$ cat config.mk
export PLATFORM = sky130hd
export DESIGN_NAME = stq_cell
export DESIGN_NICKNAME = d
export VERILOG_FILES = /design/src/design/stq_pkg.sv /design/src/design/stq_cell.sv
export SDC_FILE = /design/constraint.sdc
export NUM_CORES = 1
export LEC_CHECK = 0
export BUFFER_PORTS_ARGS = -buffer_cell sky130_fd_sc_hd__buf_2
export CORE_AREA = 2 2 161 163
export CTS_CLUSTER_SIZE = 8
export DETAILED_ROUTE_END_ITERATION = 10
export DIE_AREA = 0 0 163 165
export PLACE_DENSITY = 0.57
export SYNTH_ARGS = -nofsm -noshare
export SYNTH_HDL_FRONTEND = slang
export SYNTH_SLANG_ARGS = --single-unit
export TNS_END_PERCENT = 1
$ cat constraint.sdc
create_clock -name clk -period 4.1 [get_ports clk]
set_clock_uncertainty 0.05 [all_clocks]
set_input_delay 0 -clock clk [delete_from_list [all_inputs] [get_ports clk]]
set_output_delay 0 -clock clk [all_outputs]
set_load 0.01 [all_outputs]
$ cat src/design/stq_pkg.sv
// sorted timer queue package: queue entry and cell command types, codes
// and default sizes; no dependencies
`default_nettype none

package stq_pkg;

  localparam int TIMER_SLOTS_DEF = 16;
  localparam int MAX_FIRED_DEF   = 32;
  localparam logic [31:0] MIN_PERIOD_RESET = 32'd100000;

  localparam int ID_W = 4;

  // input operation codes
  localparam logic [1:0] FUNC_ADD    = 2'd0;
  localparam logic [1:0] FUNC_DELETE = 2'd1;
  localparam logic [1:0] FUNC_TICK   = 2'd2;

  // result kinds
  localparam logic [1:0] KIND_NONE    = 2'd0;
  localparam logic [1:0] KIND_COMPARE = 2'd1;
  localparam logic [1:0] KIND_FIRED   = 2'd2;
  localparam logic [1:0] KIND_SHORT   = 2'd3;

  // cell operations
  localparam logic [1:0] OP_HOLD   = 2'd0;
  localparam logic [1:0] OP_REMOVE = 2'd1;
  localparam logic [1:0] OP_INSERT = 2'd2;

  typedef struct packed {
    logic            valid;
    logic [ID_W-1:0] id;
    logic            periodic;
    logic [31:0]     period;
    logic [63:0]     expiry;
  } entry_t;

  typedef struct packed {
    logic [1:0]      op;
    logic [ID_W-1:0] id;
    entry_t          ins;
  } cmd_t;

endpackage

`default_nettype wire

$ cat src/design/stq_cell.sv
// one queue position of the sorted timer chain
// depends on stq_pkg
`default_nettype none

module stq_cell (
  input  wire logic            clk,
  input  wire logic            rst,
  input  wire stq_pkg::cmd_t   cmd,
  input  wire stq_pkg::entry_t left_entry,
  input  wire stq_pkg::entry_t right_entry,
  input  wire logic            left_seen,
  input  wire logic            left_gt,
  output stq_pkg::entry_t      entry,
  output logic                 seen,
  output logic                 gt
);
  import stq_pkg::*;

  // match at or before this cell, and empty or later than the new expiry
  assign seen = left_seen | (entry.valid && entry.id == cmd.id);
  assign gt   = !entry.valid || (entry.expiry > cmd.ins.expiry);

  always_ff @(posedge clk) begin
    if (rst) begin
      entry.valid <= 1'b0;
    end else begin
      unique case (cmd.op)
        OP_REMOVE: begin
          if (seen) entry <= right_entry;
        end
        OP_INSERT: begin
          if (gt) entry <= left_gt ? left_entry : cmd.ins;
        end
        default: begin
        end
      endcase
    end
  end

endmodule

`default_nettype wire

==> results.md <==
- Status: completed
- Peak supply drop: approximately 0.15 mV
- Max reg flops: 102
- Worst Setup Slack, final: 0.951 ns
- Synthesis-to-finish area growth: 62.4%
- Post-route cell area: 11200 um2
- Max Freq: 0.318 GHz
- Clock slew at reported path FFs: 0.08 ns
- Number of global-route vias before repair: 7219
- Clock power frac: 29.3%
- Worst-Margin Slew: 0.839 ns
- Total GRT Usage: between 10% and 20%
- Post-Syn Area: 6890 um2
- WHS: 0.00132 ns
- Dpl ws: 0.919 ns
- Largest register by flop count: entry
- Total wire length: 25300 um
- Remaining DRCs: 0
- Final Cycle Share: 76.8%
- Req. time, crit path: slightly above 4 ns
- Count leader, synth: a21oi_1
- Critical path startpoint category: register
- Sequential share of power: a little over two fifths
- # rows: 58
- Critical Path AT: roughly 3.1 ns
- Number of distinct library cells after synthesis: 37
- Die Y: 165 um
- Final Net Count: 1635
- Initial antenna violation count: 3
- First-pass GRT wire length: approximately 37000 um
- Largest net degree at the start of global routing: 103
- Wire per inst: around 16 um
- Die width: around 160 um
- CTS tree: built
- Boundary pin count: 420
- Final global-route overflow total: 0
- RSZ-0062 raised after global routing: false
- Tmin final: roughly 3.1 ns
- Routed vias/inst: 4.53
- FF-to-FF path depth: 9
- Instance count of the mapped netlist: 700
- Synth area leader: edfxtp_1
- TritonCTS Buffers: 9
- HPWL after detailed placement: slightly below 20000 um
- Die Footprint: 26900 um2
- Ys async rst share: 0%
- Worst-Skew Late Latency: 0.36 ns
- Pwr/cell area: 267 nW/um2
- Sw Share: 28.1%
- Final setup viols: 0
- GPL Wtd Cong: about 0.8
- Avg Cell Area, Syn: 9.84 um2
- Clock Path Buffers: 2
- Max H-tree Level: 3
- Share of cells above drive strength 1: 35.5%
- CTS root buffer: clkbuf_16
- Remaining antenna violation count: 0
- Synth top area share: 44.0%
- Main flop type after synthesis: edfxtp_1
- Leak Pwr: 5.48 nW
- Pint: 2.14 mW
- I/O Buffers: 419
- Vias: 7205
- Initial Util: 27.5%
- CP endpoint kind: register
- Min-Delay Path Class: in -> reg
- Final Util: 44.7%
- CP Class: reg -> reg
- Slew Viols, Final: 0
- Yosys warns: 0
- Top flop regs: entry: 102 flops
- Top cells by count, synth: a21oi_1 (131), nor2_1 (109), mux2i_1 (102)
- Final setup TNS: 0 ns
- Slew HR: about 44%
- #FFs+latches synth: 102
- Switch Pwr: 0.838 mW
- Worst-path fanout max: 40
- Combinational power share: 28.1%
- Seq/Total Area, Yosys: 44.3%
- Core area: 25000 um2
- Max Cap Violations: 0
- Initial DRC Count: 310
- Hold Path Depth: 3
- Cell Area, Placed: 9360 um2
- Post-Syn Nets: 1082
- Number of synthesized flops with an enable pin: 101
- CTS Sinks: a little over 100
- Endpoints failing hold: 0
- Synth area leaders: edfxtp_1 (44%), mux2i_1 (15%), ha_1 (12%)
- DRT Pass-1 Iters: 4
## final timing paths
| kind | start | end | slack (ns) |
|---|---|---|---|
| worst min register to register | entry[101] | entry[101] | 0.76 |
| worst max-delay path | entry[51] | entry[65] | 0.95 |
| worst max register to register | entry[51] | entry[65] | 0.95 |
| worst min-delay path | left_entry[31] | entry[31] | 0.001 |
## critical path: stages (launching register included)
cell and delay [ns]:
edfxtp_1 0.40, ha_1 0.31, nand2_1 0.10, nor4_2 0.48
nand4_2 0.21, nor2_1 0.19, a211oi_1 0.10, a21oi_2 0.22
o211a_4 0.44, buf_12 0.29
## metrics by stage
stage | power, mW | instances
after global placement | 1.99 | 1420
after floorplan | 1.65 | 700
after CTS | 3.02 | 1588
final | 2.98 | 1591
after global routing | 3.16 | 1591
after detailed placement | 2.00 | 1420
## metal layers
layer | global-route usage (%) | share of wire (%) | routed length (um) | vias up
met5 | 0 | 0 | 0 | -
met4 | 7.20 | 2.9 | 726 | 0
met3 | 4.32 | 6.2 | 1570 | 46
met2 | 33.7 | 52 | 13300 | 268
met1 | 19.4 | 38 | 9720 | 3279
li1 | - | - | - | 3612
## cell usage in the layout (no fill, tap or decap), types with 3 or more instances in the layout
master | netlist | layout
dlygate4sd3_1 | 0 | 152
nand2_1 | 23 | 23
clkbuf_16 | 0 | 9
inv_1 | 75 | 75
nand4_1 | 7 | 7
diode_2 | 0 | 3
nor3_1 | 4 | 4
ha_1 | 66 | 65
edfxtp_1 | 101 | 101
nand3_1 | 5 | 5
buf_12 | 0 | 3
mux2i_1 | 102 | 102
o21ai_0 | 8 | 8
nor2_1 | 109 | 109
xor2_1 | 3 | 3
buf_4 | 0 | 3
buf_2 | 11 | 418
a21oi_1 | 131 | 131
## repair_timing
item | CTS | global route
hold buffers | 152 | 0
endpoints found under the setup margin | 0 | 0
buffers inserted | 0 | 0
gates resized for setup | 0 | 0
endpoints found under the hold margin | 98 | 0
## cells by family after synthesis
kind of cell	Yosys count	synth area share, %
buf+inv	110	6.20
compound gates	160	12.4
mux	102	14.8
flops	102	44.3
fa+ha+maj	66	12.0
simple gates	156	9.76
xor+xnor	4	0.509
## power by group through the flow
stage	clock, mW	combinational [mW]	sequential (mW)
final	0.875	0.838	1.27
after global routing	0.950	0.929	1.28
after CTS	0.913	0.840	1.27
after detailed placement	0	0.703	1.29
after global placement	0	0.698	1.29
after floorplan	0	0.326	1.33
## area by class of cell
cell class | instances | area, um2
well taps | 330 | 413
repair buffers | 577 | 3710
fillers | 2477 | 13900
clock inverters | 5 | 58.8
inverters | 75 | 282
diodes | 3 | 7.51
clock buffers | 11 | 233
flip-flops and latches | 102 | 3050
multi-input cells | 488 | 3430
No activity file was read; power rests on OpenSTA's default activity.
